### config.mk
export PLATFORM = sky130hd
export DESIGN_NAME = first_fit_unit_allocator
export DESIGN_NICKNAME = d
export VERILOG_FILES = /design/src/design/ffua_pkg.sv /design/src/design/ffua_ram.sv /design/src/design/first_fit_unit_allocator.sv
export SDC_FILE = /design/constraint.sdc
export NUM_CORES = 1
export LEC_CHECK = 0
export BUFFER_PORTS_ARGS = -buffer_cell sky130_fd_sc_hd__buf_2
export CAP_MARGIN = 20
export CORE_MARGIN = 2
export CORE_UTILIZATION = 30
export DETAILED_ROUTE_END_ITERATION = 12
export PLACE_DENSITY = 0.47
export SYNTH_ARGS = -nofsm -noshare
export SYNTH_HDL_FRONTEND = slang
export SYNTH_SLANG_ARGS = --single-unit
### constraint.sdc
create_clock -name clk -period 2.9 [get_ports clk]
set_input_delay 0.58 -clock clk [delete_from_list [all_inputs] [get_ports clk]]
set_output_delay 0.58 -clock clk [all_outputs]
set_load 0.005 [all_outputs]
### src/design/ffua_pkg.sv
// Package for the first-fit unit allocator: map size, derived widths,
// request and response beat types, controller states.
// Used by first_fit_unit_allocator; no dependencies.
package ffua_pkg;

  localparam int MAP_UNITS = 32;
  localparam int IDX_W     = $clog2(MAP_UNITS);
  localparam int CNT_W     = $clog2(MAP_UNITS + 1);
  localparam int ENTRY_W   = 9;

  localparam logic KIND_ALLOC = 1'b0;
  localparam logic KIND_FREE  = 1'b1;

  typedef struct packed {
    logic       kind;
    logic [7:0] process_id;
    logic [5:0] unit_count;
  } req_t;

  typedef struct packed {
    logic       success;
    logic [4:0] start_unit;
    logic [5:0] freed_count;
  } rsp_t;

  typedef enum logic [2:0] {
    ST_IDLE,
    ST_ASCAN,
    ST_AWRITE,
    ST_FSCAN,
    ST_DONE
  } state_t;

endpackage

### src/design/ffua_ram.sv
// Generic single-write, single-read synchronous RAM with registered read data.
// No package dependencies.
module ffua_ram #(
  parameter int WIDTH = 8,
  parameter int DEPTH = 32
) (
  input  logic                     clk,
  input  logic                     wr_en,
  input  logic [$clog2(DEPTH)-1:0] wr_addr,
  input  logic [WIDTH-1:0]         wr_data,
  input  logic                     rd_en,
  input  logic [$clog2(DEPTH)-1:0] rd_addr,
  output logic [WIDTH-1:0]         rd_data
);

  logic [WIDTH-1:0] mem [DEPTH];

  always_ff @(posedge clk) begin
    if (wr_en) begin
      mem[wr_addr] <= wr_data;
    end
    if (rd_en) begin
      rd_data <= mem[rd_addr];
    end
  end

endmodule

### src/design/first_fit_unit_allocator.sv
// First-fit unit allocator: the owner map sits in one RAM that is scanned one
// unit per cycle through its single read port. An allocate beat scans up to
// the last unit of the first run that fits and then writes the run; an
// allocation that finds no run scans the whole map. A free beat scans up to
// the first miss after the freed run, or to the top unit when the run reaches
// it or the id owns nothing. Bad allocation lengths skip the scan. The next
// request can be taken in the cycle after the response is loaded, and a
// response held by a stall holds the controller. The map is free after reset
// with no clearing pass: a per-unit written flag masks never-written entries.
// One request is worked at a time; the response register holds a finished
// beat until it is taken.
// Depends on ffua_pkg and ffua_ram.
module first_fit_unit_allocator (
  input  logic          clk,
  input  logic          rst,
  input  logic          req_valid,
  output logic          req_stall,
  input  ffua_pkg::req_t req,
  output logic          rsp_valid,
  input  logic          rsp_stall,
  output ffua_pkg::rsp_t rsp
);
  import ffua_pkg::*;

  state_t state, state_next;

  logic [7:0]         id;
  logic [5:0]         count;
  logic [CNT_W-1:0]   issue;
  logic               pend;
  logic [IDX_W-1:0]   pidx;
  logic [CNT_W-1:0]   run;
  logic               found;
  logic [IDX_W-1:0]   start;
  logic [IDX_W-1:0]   last;
  logic [IDX_W-1:0]   waddr;
  logic [CNT_W-1:0]   nfree;
  logic               ok;
  logic [MAP_UNITS-1:0] written;
  logic               rd_mask;

  logic               rd_en;
  logic [IDX_W-1:0]   rd_addr;
  logic [ENTRY_W-1:0] rd_data;
  logic               wr_en;
  logic [IDX_W-1:0]   wr_addr;
  logic [ENTRY_W-1:0] wr_data;

  logic [ENTRY_W-1:0] entry;
  logic [ENTRY_W-1:0] want;
  logic               pidx_last;
  logic [CNT_W-1:0]   run_inc;
  logic               a_hit;
  logic               a_miss;
  logic               f_match;
  logic               f_end;
  logic               bad_len;
  logic               accept;
  logic               load_rsp;
  logic [IDX_W-1:0]   a_start;

  ffua_ram #(
    .WIDTH(ENTRY_W),
    .DEPTH(MAP_UNITS)
  ) u_map (
    .clk    (clk),
    .wr_en  (wr_en),
    .wr_addr(wr_addr),
    .wr_data(wr_data),
    .rd_en  (rd_en),
    .rd_addr(rd_addr),
    .rd_data(rd_data)
  );

  // never-written units read as free
  assign entry     = rd_mask ? rd_data : '0;
  assign want      = {1'b1, id};
  assign pidx_last = (pidx == IDX_W'(MAP_UNITS - 1));
  assign run_inc   = run + CNT_W'(1);
  assign a_hit     = pend && !entry[8] && (32'(run_inc) == 32'(count));
  assign a_miss    = pend && pidx_last && !a_hit;
  assign f_match   = pend && (entry == want);
  // free ends at the top of the map, on the first miss after the run, or
  // at the top with nothing found
  assign f_end     = pend && ((f_match && pidx_last) || (!f_match && (found || pidx_last)));
  assign a_start   = IDX_W'(32'(pidx) + 32'd1 - 32'(count));
  assign bad_len   = (req.unit_count == 6'd0) || (32'(req.unit_count) > 32'(MAP_UNITS));
  assign rd_addr   = issue[IDX_W-1:0];

  // next state
  always_comb begin
    state_next = state;
    unique case (state)
      ST_IDLE: begin
        if (req_valid) begin
          if (req.kind == KIND_FREE) begin
            state_next = ST_FSCAN;
          end else if (bad_len) begin
            state_next = ST_DONE;
          end else begin
            state_next = ST_ASCAN;
          end
        end
      end
      ST_ASCAN: begin
        if (a_hit) begin
          state_next = ST_AWRITE;
        end else if (a_miss) begin
          state_next = ST_DONE;
        end
      end
      ST_AWRITE: begin
        if (waddr == last) begin
          state_next = ST_DONE;
        end
      end
      ST_FSCAN: begin
        if (f_end) begin
          state_next = ST_DONE;
        end
      end
      ST_DONE: begin
        if (!rsp_valid || !rsp_stall) begin
          state_next = ST_IDLE;
        end
      end
      default: state_next = ST_IDLE;
    endcase
  end

  // outputs of the controller
  always_comb begin
    req_stall = 1'b1;
    rd_en     = 1'b0;
    wr_en     = 1'b0;
    wr_addr   = waddr;
    wr_data   = want;
    load_rsp  = 1'b0;
    unique case (state)
      ST_IDLE: begin
        req_stall = 1'b0;
      end
      ST_ASCAN: begin
        rd_en = (32'(issue) < 32'(MAP_UNITS));
      end
      ST_AWRITE: begin
        wr_en = 1'b1;
      end
      ST_FSCAN: begin
        rd_en   = (32'(issue) < 32'(MAP_UNITS));
        wr_en   = f_match;
        wr_addr = pidx;
        wr_data = '0;
      end
      ST_DONE: begin
        load_rsp = !rsp_valid || !rsp_stall;
      end
      default: begin
        req_stall = 1'b1;
      end
    endcase
  end

  assign accept = req_valid && !req_stall;

  always_ff @(posedge clk) begin
    if (rst) begin
      state     <= ST_IDLE;
      pend      <= 1'b0;
      rsp_valid <= 1'b0;
      written   <= '0;
    end else begin
      state <= state_next;
      if (wr_en) begin
        written[wr_addr] <= 1'b1;
      end
      if (state == ST_ASCAN || state == ST_FSCAN) begin
        pend <= rd_en && (state_next == state);
      end else begin
        pend <= 1'b0;
      end
      if (load_rsp) begin
        rsp_valid <= 1'b1;
      end else if (!rsp_stall) begin
        rsp_valid <= 1'b0;
      end
    end
  end

  always_ff @(posedge clk) begin
    if (accept) begin
      id    <= req.process_id;
      count <= req.unit_count;
      issue <= '0;
      run   <= '0;
      found <= 1'b0;
      nfree <= '0;
      ok    <= 1'b0;
      start <= '0;
    end
    if (rd_en) begin
      issue   <= issue + CNT_W'(1);
      pidx    <= rd_addr;
      rd_mask <= written[rd_addr];
    end
    if (state == ST_ASCAN && pend) begin
      run <= entry[8] ? '0 : run_inc;
      if (a_hit) begin
        start <= a_start;
        waddr <= a_start;
        last  <= pidx;
        ok    <= 1'b1;
      end
    end
    if (state == ST_AWRITE) begin
      waddr <= waddr + IDX_W'(1);
    end
    if (state == ST_FSCAN && f_match) begin
      if (!found) begin
        start <= pidx;
      end
      found <= 1'b1;
      ok    <= 1'b1;
      nfree <= nfree + CNT_W'(1);
    end
    if (load_rsp) begin
      rsp.success     <= ok;
      rsp.start_unit  <= 5'(start);
      rsp.freed_count <= 6'(nfree);
    end
  end

endmodule

* Yosys cells after proc, flatten, opt, wreduce, memory -nomap -nowiden
Memories as Yosys holds them, arrays and structs flattened. A register that Yosys moved wholly into a read port is not among the register bits.
Cells that the tools add are included.
Widths: inputs -> output; s select.
** Storage, ports and cells
- Memories :: 1
- Output and inout port bits :: 14
- Word-level logic and storage cells :: 117
- Register bits :: 104
- Bits in writable memories :: 288
** Memories
- u_map.mem :: depth 32, bits a word 9, read ports 1, clocked after Yosys merged registers in 1, write ports 1, RTL line ffua_ram.sv:16 : logic [WIDTH-1:0] mem [DEPTH];
** Operators by class
- Muxes and demuxes :: 40
- Equality and inequality tests :: 10
- Order comparisons :: 5
- $add $sub $neg :: 6
- Bitwise operators :: 2
- Reductions and logical operators :: 34
** Operator list (count)
- $mux 5 :: 9
- $or 32x32->32 :: 1
- $mux 6 :: 5
- $mux 3 :: 8
- $add 6x1->6 const B :: 3
- $mux 9 :: 2
- $pmux 3 s5 :: 1
- $logic_and 1x1->1 :: 13
- $lt 5x6->1 const B :: 2
- $mux 1 :: 12
- $add 5x1->5 const B :: 2
- $reduce_bool 2->1 :: 5
- $eq 9x9->1 :: 1
- $eq 3x2->1 const B :: 2
- $eq 6x6->1 :: 1
- $gt 6x6->1 const B :: 1
- $logic_not 6->1 :: 1
- $lt 6x6->1 const B :: 1
- $bmux 1 s5 :: 1
- $demux 1 s5 :: 1
- $eq 5x5->1 :: 1
- $eq 5x5->1 const B :: 1
- $ge 5x1->1 const B :: 1
- $logic_not 1->1 :: 5
- other kinds (11) :: 17

* Logic depth before layout (Yosys ltp)
Gate-level depths: netlist of the first run.
- Depth in word-level cells :: 11
- Gate-level depth with buffers :: 9
- Mapped depth without buffers :: 9

* Modules after synthesis
From an unflattened synthesis of the first run, not the netlist that was laid out.
** Unflattened totals
- Cells, all modules :: 896
- Area total of the unflattened synthesis :: 16166.8 µm²
** By module, submodules not included
- ffua_ram :: times used 1, cells an instance 463, area each 11372.2 µm²
- first_fit_unit_allocator :: times used 1, cells an instance 433, area each 4794.6 µm²

* Least setup slack after synthesis of the first run
OpenSTA, ideal clock, no wires.
- Kind :: register to register
- From :: reg rd_mask
- To :: mem u_map.mem[10][0] (netlist name) (enable)
- Period minus slack after synthesis :: 2589 ps
- Arrival time :: 2215 ps
- Buffers on the path :: 1
- Cell stages (with the launch flop) :: 8
- Setup slack :: 311 ps
- Data required time :: 2526 ps
- Cells stage by stage :: edfxtp_1 -> buf_6 -> o21a_1 -> nor3_1 -> nor2_1 -> nor4_4 -> o21ai_2 -> nor2_1
** Between the ends
- Word-level cells in the longest chain between the ends :: 6
** RTL lines
- from (decl) :: RTL line first_fit_unit_allocator.sv:40 : logic rd_mask;
- from (signal assigned) :: RTL line first_fit_unit_allocator.sv:204 : rd_mask <= written[rd_addr];
- $mux 9 :: RTL line first_fit_unit_allocator.sv:76 : assign entry = rd_mask ? rd_data : '0;
- $eq 9x9->1 :: RTL line first_fit_unit_allocator.sv:82 : assign f_match = pend && (entry == want);
- $logic_and 1x1->1 :: RTL line first_fit_unit_allocator.sv:82
- $pmux 1 s2 :: RTL line first_fit_unit_allocator.sv:139 : unique case (state)
- $mux 1 :: RTL line ffua_ram.sv:19 : if (wr_en) begin
- $mux 1 (not written as such) :: RTL line ffua_ram.sv:20 : mem[wr_addr] <= wr_data;
- to (decl) :: RTL line ffua_ram.sv:16
No other way between the ends.

* Final worst setup path of the first run
- From :: reg rd_mask
- To :: mem u_map.mem[3][7] (netlist name) (enable)
Same word-level chain as after synthesis.

==> results of run 1 <==
## final cells by class
| cell class | count | area, um^2 |
|---|---|---|
| fill | 5038 | 34800 |
| timing repair buffer | 103 | 768 |
| clock inverter | 23 | 150 |
| sequential | 401 | 11600 |
| clock buffer | 55 | 1170 |
| tap | 696 | 871 |
| inverter | 17 | 66.3 |
| multi-input combinational | 434 | 4540 |
## per-stage QoR
stage	cells	setup slack, ns	instance area (um^2)	hold WS, ns	total power, mW
floorplan	894	0.311	16400	0.400	7.80
global placement	1651	0.271	17800	0.407	8.44
detailed placement	1651	0.241	17800	0.413	8.43
CTS	1729	0.226	19200	0.159	13.7
global route	1729	0.0567	19200	0.175	14.0
finish	1729	0.250	19200	0.199	13.5
## per-layer routing
layer | part of all wire (%) | GRT usage, % | up-vias
li1 | - | - | 3793
met1 | 46 | 19.6 | 4382
met2 | 48 | 22.8 | 181
met3 | 3.9 | 2.28 | 56
met4 | 2.2 | 4.88 | 0
met5 | 0 | 0 | -
## how the worst max path moves through the flow
stage	endpoint	slack, ns
2_1_floorplan	u_map.mem[10][0]$_DFFE_PP_	0.31
3_3_place_gp	u_map.rd_data[0]$_DFFE_PP_	0.27
3_5_place_dp	u_map.mem[3][6]$_DFFE_PP_	0.24
4_1_cts	u_map.mem[3][4]$_DFFE_PP_	0.23
5_1_grt	u_map.mem[3][4]$_DFFE_PP_	0.06
6_report	u_map.mem[3][7]$_DFFE_PP_	0.25
## logic make-up (layout without fill, tap and decap cells)
family | after synthesis | in the layout | share of synthesized area (%)
flops | 401 | 401 | 70.7
simple gates | 177 | 177 | 5.44
mux | 123 | 123 | 15.2
compound gates | 88 | 88 | 3.99
buf+inv | 59 | 198 | 1.72
xor+xnor | 34 | 34 | 2.00
fa+ha+maj | 12 | 12 | 0.960
## sequential cells by signal (all words and copies together) (netlist names), 3 cells and up
| name | cells |
|---|---|
| count | 6 |
| id | 8 |
| issue | 6 |
| last | 5 |
| nfree | 6 |
| pidx | 5 |
| rsp | 12 |
| run | 6 |
| start | 5 |
| state | 3 |
| u_map.mem | 288 |
| u_map.rd_data | 9 |
| waddr | 5 |
| written | 32 |
## worst max-delay path, cell delays in order (launching register included)
cell,delay (ns)
sky130_fd_sc_hd__edfxtp_1,0.58
sky130_fd_sc_hd__nand4b_1,0.14
sky130_fd_sc_hd__o22ai_1,0.18
sky130_fd_sc_hd__a21oi_1,0.15
sky130_fd_sc_hd__o31ai_2,0.36
sky130_fd_sc_hd__a21oi_1,0.15
sky130_fd_sc_hd__nor2_1,0.71
## power groups by stage
stage	registers, mW	clock network, mW	logic (mW)
finish	6.62	5.21	1.65
global route	6.63	5.58	1.78
CTS	6.62	5.36	1.70
detailed placement	6.74	0	1.69
global placement	6.74	0	1.69
floorplan	6.69	0	1.11
## Yosys cell counts (all sizes together) (3+ instances only)
library cell	count	area [um^2]
inv	17	66.3
or3	3	18.8
nand2	33	124
mux4	100	2250
mux2i	8	80.1
nand2b	5	31.3
nor3	6	41.3
o211ai	5	78.8
a31oi	5	31.3
nor2	67	251
nand4b	3	26.3
o2bb2ai	24	210
xor2	16	140
nand3	23	120
mux2	15	169
buf	20	134
clkbuf	22	82.6
and2	14	90.1
and3	4	26.3
a21oi	26	130
ha	11	138
dfxtp	44	881
o31ai	3	32.5
nand4	3	18.8
edfxtp	357	10700
xnor2	16	140
o21ai	11	66.3
or2	5	31.3
o22ai	4	25.0
==> impl_results.html, run 1 <==
<table>
<tr><th>Metric</th><th>Value</th></tr>
<tr><th colspan="2">Place</th></tr>
<tr><td>Global placer's final weighted congestion</td><td>~0.76</td></tr>
<tr><td>Half-perimeter wire length of the detailed placement result</td><td>25.1 mm</td></tr>
<tr><td>Number of I/O port buffers</td><td>32</td></tr>
<tr><th colspan="2">Floorplan</th></tr>
<tr><td>Die area</td><td>56,600 um^2</td></tr>
<tr><td>Cell Rows</td><td>85</td></tr>
<tr><td>Effective utilization at floorplan</td><td>30.5%</td></tr>
<tr><td>Height of the chip</td><td>~240 um</td></tr>
<tr><td>Die W</td><td>238 um</td></tr>
<tr><td>Count of pins on the block boundary</td><td>33</td></tr>
<tr><td>Standard cell core area</td><td>53,900 um^2</td></tr>
<tr><th colspan="2">Critical path</th></tr>
<tr><td>Beginning of the worst register-to-register path</td><td>rd_mask$_DFFE_PP_</td></tr>
<tr><td>R2R cell count</td><td>6</td></tr>
<tr><td>Critical Path Start Type</td><td>flip-flop</td></tr>
<tr><td>Critical R2R Capture</td><td>u_map.mem[3][7]$_DFFE_PP_</td></tr>
<tr><td>Reg2Reg Setup Slack</td><td>0.25 ns</td></tr>
<tr><td>Crit Path Category</td><td>flip-flop to flip-flop</td></tr>
<tr><td>Data arrival time of the critical path</td><td>2.83 ns</td></tr>
<tr><td>Worst-path maximum fanout</td><td>13</td></tr>
<tr><td>Launching element of the worst setup path</td><td>rd_mask$_DFFE_PP_</td></tr>
<tr><td>Type of element capturing the critical path</td><td>flip-flop</td></tr>
<tr><td>Required time at the endpoint of the critical path</td><td>a little over 3 ns</td></tr>
<tr><th colspan="2">Synth</th></tr>
<tr><td>Distinct cell type count after synthesis</td><td>between 60 and 70</td></tr>
<tr><td>Fraction of registers with async set/reset</td><td>0%</td></tr>
<tr><td>Netlist area before placement</td><td>16,400 um^2</td></tr>
<tr><td>Count of flip-flops with a built-in enable after synthesis</td><td>357</td></tr>
<tr><td>Warnings from Yosys</td><td>0</td></tr>
<tr><td>Flops &amp; latches, synth</td><td>401</td></tr>
<tr><td>Synthesized net count</td><td>925</td></tr>
<tr><td>Top flip-flop cell by instance count after synthesis</td><td>sky130_fd_sc_hd__edfxtp_1</td></tr>
<tr><td>Synthesized area divided by synthesized cell count</td><td>18.4 um^2</td></tr>
<tr><td>Fraction of the yosys area taken by sequential cells</td><td>between 70% and 80%</td></tr>
<tr><td>Number of standard cells after synthesis</td><td>894</td></tr>
<tr><th colspan="2">Power and ir drop</th></tr>
<tr><td>Switching power of the nets</td><td>3.31 mW</td></tr>
<tr><td>Proportion of total power due to net switching</td><td>24.6%</td></tr>
<tr><td>P per Cell Area</td><td>703 nW/um^2</td></tr>
<tr><td>Static leakage</td><td>approximately 6.2 nW</td></tr>
<tr><td>Internal power summed over all cells</td><td>about 10 mW</td></tr>
<tr><td>Worst ir drop on vdd</td><td>408 uV</td></tr>
<tr><td>Power share of the clock group</td><td>38.7%</td></tr>
<tr><td>Combinational group share of total power</td><td>12.2%</td></tr>
<tr><td>Sequential fraction of design power</td><td>49.1%</td></tr>
<tr><th colspan="2">Status</th></tr>
<tr><td>Run status</td><td>finished, final reports clean</td></tr>
<tr><th colspan="2">Hold path</th></tr>
<tr><td>Number of cells on the worst hold path</td><td>1</td></tr>
<tr><td>Class of the tightest hold or removal check</td><td>input port to flip-flop</td></tr>
<tr><td>Startpoint of the most critical hold path</td><td>req[12]</td></tr>
<tr><td>End of the worst hold path</td><td>id[6]$_DFFE_PP_</td></tr>
<tr><th colspan="2">Flow run</th></tr>
<tr><td>Max_cap viols</td><td>0</td></tr>
<tr><th colspan="2">Finish</th></tr>
<tr><td>Final net count</td><td>1,030</td></tr>
<tr><td>Antenna Cells</td><td>0</td></tr>
<tr><td>Area overhead of the layout relative to synthesis</td><td>16.7%</td></tr>
<tr><td>Highest-count cells in the layout ignoring fill and taps</td><td>sky130_fd_sc_hd__edfxtp_1 (357), sky130_fd_sc_hd__mux4_2 (100), sky130_fd_sc_hd__nor2_1 (67)</td></tr>
<tr><td>Core occupancy in the finished layout</td><td>35.5%</td></tr>
<tr><td>Proportion of layout cells with a drive suffix above 1</td><td>29.1%</td></tr>
<tr><td>Most frequent standard cell in the layout excluding fill and tap cells</td><td>sky130_fd_sc_hd__edfxtp_1</td></tr>
<tr><th colspan="2">Detailed routing</th></tr>
<tr><td>Detailed-router iteration count before antenna repair</td><td>4</td></tr>
<tr><td>Via count</td><td>8,412</td></tr>
<tr><td>Avg Vias per Cell</td><td>4.87</td></tr>
<tr><td>Final WL</td><td>39.5 mm</td></tr>
<tr><td>DRC Markers</td><td>0</td></tr>
<tr><td>Remaining number of nets flagged by the antenna check after routing</td><td>0</td></tr>
<tr><td>Drt initial violations</td><td>768</td></tr>
<tr><td>Wire per inst</td><td>22.8 um</td></tr>
<tr><th colspan="2">Timing</th></tr>
<tr><td>Number of setup violations in the final report</td><td>0</td></tr>
<tr><td>Setup Total Neg Slack</td><td>0 ns</td></tr>
<tr><td>Actual transition at the worst max-transition pin</td><td>0.894 ns</td></tr>
<tr><td>Max-slew headroom</td><td>40.2%</td></tr>
<tr><td>Share of the cycle needed by the critical path after routing</td><td>91.4%</td></tr>
<tr><td>Highest achievable clock rate</td><td>~380 MHz</td></tr>
<tr><td>Final critical-path required period</td><td>2.65 ns</td></tr>
<tr><td>Setup repair after global routing missed its margin</td><td>false</td></tr>
<tr><td>Final Max Slew Viols</td><td>0</td></tr>
<tr><td>Worst clock skew</td><td>0.0186 ns</td></tr>
<tr><td>Hold Vio Cnt, Final</td><td>0</td></tr>
<tr><th colspan="2">Global routing</th></tr>
<tr><td>First-pass GRT wire length</td><td>58.1 mm</td></tr>
<tr><td>Antenna violations before repair</td><td>0</td></tr>
<tr><td>Gr ovfl total</td><td>0</td></tr>
<tr><td>Overall Global Routing Usage</td><td>14.2%</td></tr>
<tr><td>Pin count of the biggest net entering global routing</td><td>46</td></tr>
<tr><td>Via count of the first global-routing pass</td><td>8,689</td></tr>
<tr><th colspan="2">Clocking</th></tr>
<tr><td>Cells resized by post-CTS repair</td><td>0</td></tr>
<tr><td>Clock slew seen by the registers of the worst setup and hold paths</td><td>0.06 ns</td></tr>
<tr><td>Number of buffers on the longest clock path</td><td>3</td></tr>
<tr><td>Clock latency on the worst-skew pair</td><td>0.57 ns</td></tr>
<tr><td>Buffer count from post-CTS setup fixing</td><td>0</td></tr>
<tr><td>CTS hold repair buffers</td><td>0</td></tr>
<tr><td>TritonCTS Buffers</td><td>42</td></tr>
<tr><td>Clock tree from TritonCTS</td><td>done</td></tr>
<tr><td>Clock tree root driver cell</td><td>sky130_fd_sc_hd__clkbuf_16</td></tr>
<tr><td>Max H-tree Level</td><td>2</td></tr>
<tr><td>Sink count of the clock tree</td><td>401</td></tr>
</table>
Note: power is estimated with default switching activity, not from simulation.
==> inputs of run 2 (changes only) <==
--- a/config.mk
+++ b/config.mk
@@ -11,6 +11,7 @@
 export CORE_UTILIZATION = 30
 export DETAILED_ROUTE_END_ITERATION = 12
 export PLACE_DENSITY = 0.47
+export RECOVER_POWER = 25
 export SYNTH_ARGS = -nofsm -noshare
 export SYNTH_HDL_FRONTEND = slang
 export SYNTH_SLANG_ARGS = --single-unit
==> run 2 against run 1 <==
Compared with the run above: sequential power hardly changed; clock power about the same; final cell count is the same; design area is 0.29% lower; first-iteration DRC count stayed put; fmax shrank 2.9%; total power barely moved; clock skew about the same; combinational power barely moved.
==> impl_results.html, run 2 (same netlist as run 1, synthesis figures left out) <==
<table>
<tr><th>Metric</th><th>Value</th></tr>
<tr><th colspan="2">Detailed routing</th></tr>
<tr><td>Drt initial violations</td><td>768 (unchanged)</td></tr>
<tr><td>Remaining number of nets flagged by the antenna check after routing</td><td>0 (unchanged)</td></tr>
<tr><td>Detailed-router iteration count before antenna repair</td><td>5 (was 4)</td></tr>
<tr><td>Avg Vias per Cell</td><td>4.87 (about the same)</td></tr>
<tr><td>Wire per inst</td><td>22.8 um (about the same)</td></tr>
<tr><td>Final WL</td><td>39.5 mm (about the same)</td></tr>
<tr><td>DRC Markers</td><td>0 (unchanged)</td></tr>
<tr><td>Via count</td><td>8,428 (was 8,412)</td></tr>
<tr><th colspan="2">Clocking</th></tr>
<tr><td>Max H-tree Level</td><td>2 (unchanged)</td></tr>
<tr><td>Sink count of the clock tree</td><td>401 (unchanged)</td></tr>
<tr><td>Clock tree root driver cell</td><td>sky130_fd_sc_hd__clkbuf_16 (unchanged)</td></tr>
<tr><td>Clock tree from TritonCTS</td><td>done (unchanged)</td></tr>
<tr><td>Number of buffers on the longest clock path</td><td>3 (unchanged)</td></tr>
<tr><td>Buffer count from post-CTS setup fixing</td><td>0 (unchanged)</td></tr>
<tr><td>Clock latency on the worst-skew pair</td><td>0.57 ns (about the same)</td></tr>
<tr><td>CTS hold repair buffers</td><td>0 (unchanged)</td></tr>
<tr><td>TritonCTS Buffers</td><td>42 (unchanged)</td></tr>
<tr><td>Cells resized by post-CTS repair</td><td>0 (unchanged)</td></tr>
<tr><td>Clock slew seen by the registers of the worst setup and hold paths</td><td>0.06 ns (about the same)</td></tr>
<tr><th colspan="2">Timing</th></tr>
<tr><td>Worst clock skew</td><td>0.0189 ns (was 0.0186 ns)</td></tr>
<tr><td>Setup repair after global routing missed its margin</td><td>false (unchanged)</td></tr>
<tr><td>Share of the cycle needed by the critical path after routing</td><td>94.2% (was 91.4%)</td></tr>
<tr><td>Worst Slack Setup Final</td><td>0.170 ns (was 0.250 ns)</td></tr>
<tr><td>Final critical-path required period</td><td>2.73 ns (was 2.65 ns)</td></tr>
<tr><td>Actual transition at the worst max-transition pin</td><td>0.893 ns (was 0.894 ns)</td></tr>
<tr><td>Number of setup violations in the final report</td><td>0 (unchanged)</td></tr>
<tr><td>Final Max Slew Viols</td><td>0 (unchanged)</td></tr>
<tr><td>Max-slew headroom</td><td>40.3% (was 40.2%)</td></tr>
<tr><td>Highest achievable clock rate</td><td>366 MHz (was 377 MHz)</td></tr>
<tr><td>Post-Route Hold Slack</td><td>0.198 ns (was 0.199 ns)</td></tr>
<tr><td>Setup Total Neg Slack</td><td>0 ns (unchanged)</td></tr>
<tr><td>Hold Vio Cnt, Final</td><td>0 (unchanged)</td></tr>
<tr><th colspan="2">Finish</th></tr>
<tr><td>Number of fillers in the final layout</td><td>5,059 (was 5,038)</td></tr>
<tr><td>Flip-flop count of the largest register after layout</td><td>288 (unchanged)</td></tr>
<tr><td>Core occupancy in the finished layout</td><td>35.4% (was 35.5%)</td></tr>
<tr><td>Reg with most FFs</td><td>u_map.mem (unchanged)</td></tr>
<tr><td>Proportion of layout cells with a drive suffix above 1</td><td>27.3% (was 29.1%)</td></tr>
<tr><td>Highest-count cells in the layout ignoring fill and taps</td><td>sky130_fd_sc_hd__edfxtp_1 (357), sky130_fd_sc_hd__mux4_2 (100), sky130_fd_sc_hd__nor2_1 (67) (unchanged)</td></tr>
<tr><td>Final net count</td><td>1,030 (unchanged)</td></tr>
<tr><td>Antenna Cells</td><td>0 (unchanged)</td></tr>
<tr><td>Most frequent standard cell in the layout excluding fill and tap cells</td><td>sky130_fd_sc_hd__edfxtp_1 (unchanged)</td></tr>
<tr><td>Largest registers</td><td>u_map.mem: 288 flops, written: 32 flops, rsp: 12 flops (unchanged)</td></tr>
<tr><td>Area overhead of the layout relative to synthesis</td><td>16.4% (was 16.7%)</td></tr>
<tr><th colspan="2">Place</th></tr>
<tr><td>Pre-CTS setup slack</td><td>0.241 ns (unchanged)</td></tr>
<tr><td>Number of I/O port buffers</td><td>32 (unchanged)</td></tr>
<tr><td>Half-perimeter wire length of the detailed placement result</td><td>25.1 mm (unchanged)</td></tr>
<tr><td>Global placer's final weighted congestion</td><td>0.758 (unchanged)</td></tr>
<tr><th colspan="2">Power and ir drop</th></tr>
<tr><td>Static leakage</td><td>6.17 nW (was 6.25 nW)</td></tr>
<tr><td>Worst ir drop on vdd</td><td>406 uV (was 408 uV)</td></tr>
<tr><td>Tot Pwr</td><td>13.5 mW (about the same)</td></tr>
<tr><td>P per Cell Area</td><td>705 nW/um^2 (was 703 nW/um^2)</td></tr>
<tr><th colspan="2">Floorplan</th></tr>
<tr><td>Count of pins on the block boundary</td><td>33 (unchanged)</td></tr>
<tr><td>Die W</td><td>238 um (unchanged)</td></tr>
<tr><td>Standard cell core area</td><td>53,900 um^2 (unchanged)</td></tr>
<tr><td>Height of the chip</td><td>238 um (unchanged)</td></tr>
<tr><td>Die area</td><td>56,600 um^2 (unchanged)</td></tr>
<tr><td>Cell Rows</td><td>85 (unchanged)</td></tr>
<tr><td>Effective utilization at floorplan</td><td>30.5% (unchanged)</td></tr>
<tr><th colspan="2">Global routing</th></tr>
<tr><td>Overall Global Routing Usage</td><td>14.2% (unchanged)</td></tr>
<tr><td>Antenna violations before repair</td><td>0 (unchanged)</td></tr>
<tr><td>First-pass GRT wire length</td><td>58.1 mm (unchanged)</td></tr>
<tr><td>Via count of the first global-routing pass</td><td>8,689 (unchanged)</td></tr>
<tr><td>Pin count of the biggest net entering global routing</td><td>46 (unchanged)</td></tr>
<tr><td>Gr ovfl total</td><td>0 (unchanged)</td></tr>
<tr><th colspan="2">Critical path</th></tr>
<tr><td>Delay of the slowest cell on the worst path</td><td>0.58 ns (was 0.71 ns)</td></tr>
<tr><td>Critical-path cell list</td><td>and3_2 -&gt; o211ai_1 -&gt; o21bai_1 -&gt; nor3_1 -&gt; nor3b_2 -&gt; mux2_2 (was nand4b_1 -&gt; o22ai_1 -&gt; a21oi_1 -&gt; o31ai_2 -&gt; a21oi_1 -&gt; nor2_1)</td></tr>
<tr><td>Critical Path Start Type</td><td>flip-flop (unchanged)</td></tr>
<tr><td>Worst path slowest cell</td><td>sky130_fd_sc_hd__edfxtp_1 (was sky130_fd_sc_hd__nor2_1)</td></tr>
<tr><td>R2R cell count</td><td>6 (unchanged)</td></tr>
<tr><td>Type of element capturing the critical path</td><td>flip-flop (unchanged)</td></tr>
<tr><td>Worst-path maximum fanout</td><td>13 (unchanged)</td></tr>
<tr><td>Required time at the endpoint of the critical path</td><td>3.35 ns (was 3.08 ns)</td></tr>
<tr><td>Crit Path Category</td><td>flip-flop to flip-flop (unchanged)</td></tr>
<tr><td>Data arrival time of the critical path</td><td>3.18 ns (was 2.83 ns)</td></tr>
<tr><th colspan="2">Hold path</th></tr>
<tr><td>Class of the tightest hold or removal check</td><td>input port to flip-flop (unchanged)</td></tr>
<tr><td>Number of cells on the worst hold path</td><td>1 (unchanged)</td></tr>
<tr><th colspan="2">Status</th></tr>
<tr><td>Run status</td><td>finished, final reports clean (unchanged)</td></tr>
<tr><th colspan="2">Flow run</th></tr>
<tr><td>Max_cap viols</td><td>0 (unchanged)</td></tr>
</table>
[run 2: changes by cell type in the layout (fill, tap and decap cells not counted), sizes merged]
cell | before | now
clkbuf | 55 | 78
buf | 103 | 80
[run 2: stage by stage]
stage | cells | cell area [um^2]
finish | 1729 | 19100
global route | 1729 | 19100
CTS | 1729 | 19200
detailed placement | 1651 | 17800
global placement | 1651 | 17800
floorplan | 894 | 16400
[run 2: power by group]
group | switching (mW) | internal, mW | total [mW]
clock | 2.27 | 2.95 | 5.21
sequential | 0.112 | 6.51 | 6.62
combinational | 0.932 | 0.701 | 1.63
[run 2: per-layer routing]
metal / part of all wire [%] / vias up / routed length (um) / global-route usage [%]
li1: - / 3799 / - / -
met1: 46 / 4404 / 18300 / 19.6
met2: 48 / 169 / 18800 / 22.8
met3: 3.7 / 56 / 1470 / 2.28
met4: 2.2 / 0 / 884 / 4.88
met5: 0 / - / 0 / 0
[run 2: path summary, 6_finish.rpt]
| path | start | to | slack, ns |
|---|---|---|---|
| min reg2reg | start[1]$_DFF_P_ | rsp[7]$_DFFE_PP_ | 0.42 |
| max reg2reg | rd_mask$_DFFE_PP_ | start[3]$_DFF_P_ | 0.17 |
| min | req[12] | id[6]$_DFFE_PP_ | 0.20 |
| max | rd_mask$_DFFE_PP_ | start[3]$_DFF_P_ | 0.17 |
[run 2: area by class of cell]
| class | count | area, um^2 | share of cell area [%] |
|---|---|---|---|
| Clock inverter | 23 | 150 | 0.786 |
| Inverter | 17 | 66.3 | 0.347 |
| Timing Repair Buffer | 103 | 723 | 3.78 |
| Clock buffer | 55 | 1170 | 6.13 |
| Sequential cell | 401 | 11600 | 60.7 |
| Multi-Input combinational cell | 434 | 4520 | 23.7 |
| Tap cell | 696 | 871 | 4.56 |
[run 2: critical path: cells and delay by family, from the launching register on]
family,cells,cell delay [ns]
flops,1,0.58
compound gates,2,0.35
simple gates,3,1.31
mux,1,0.38
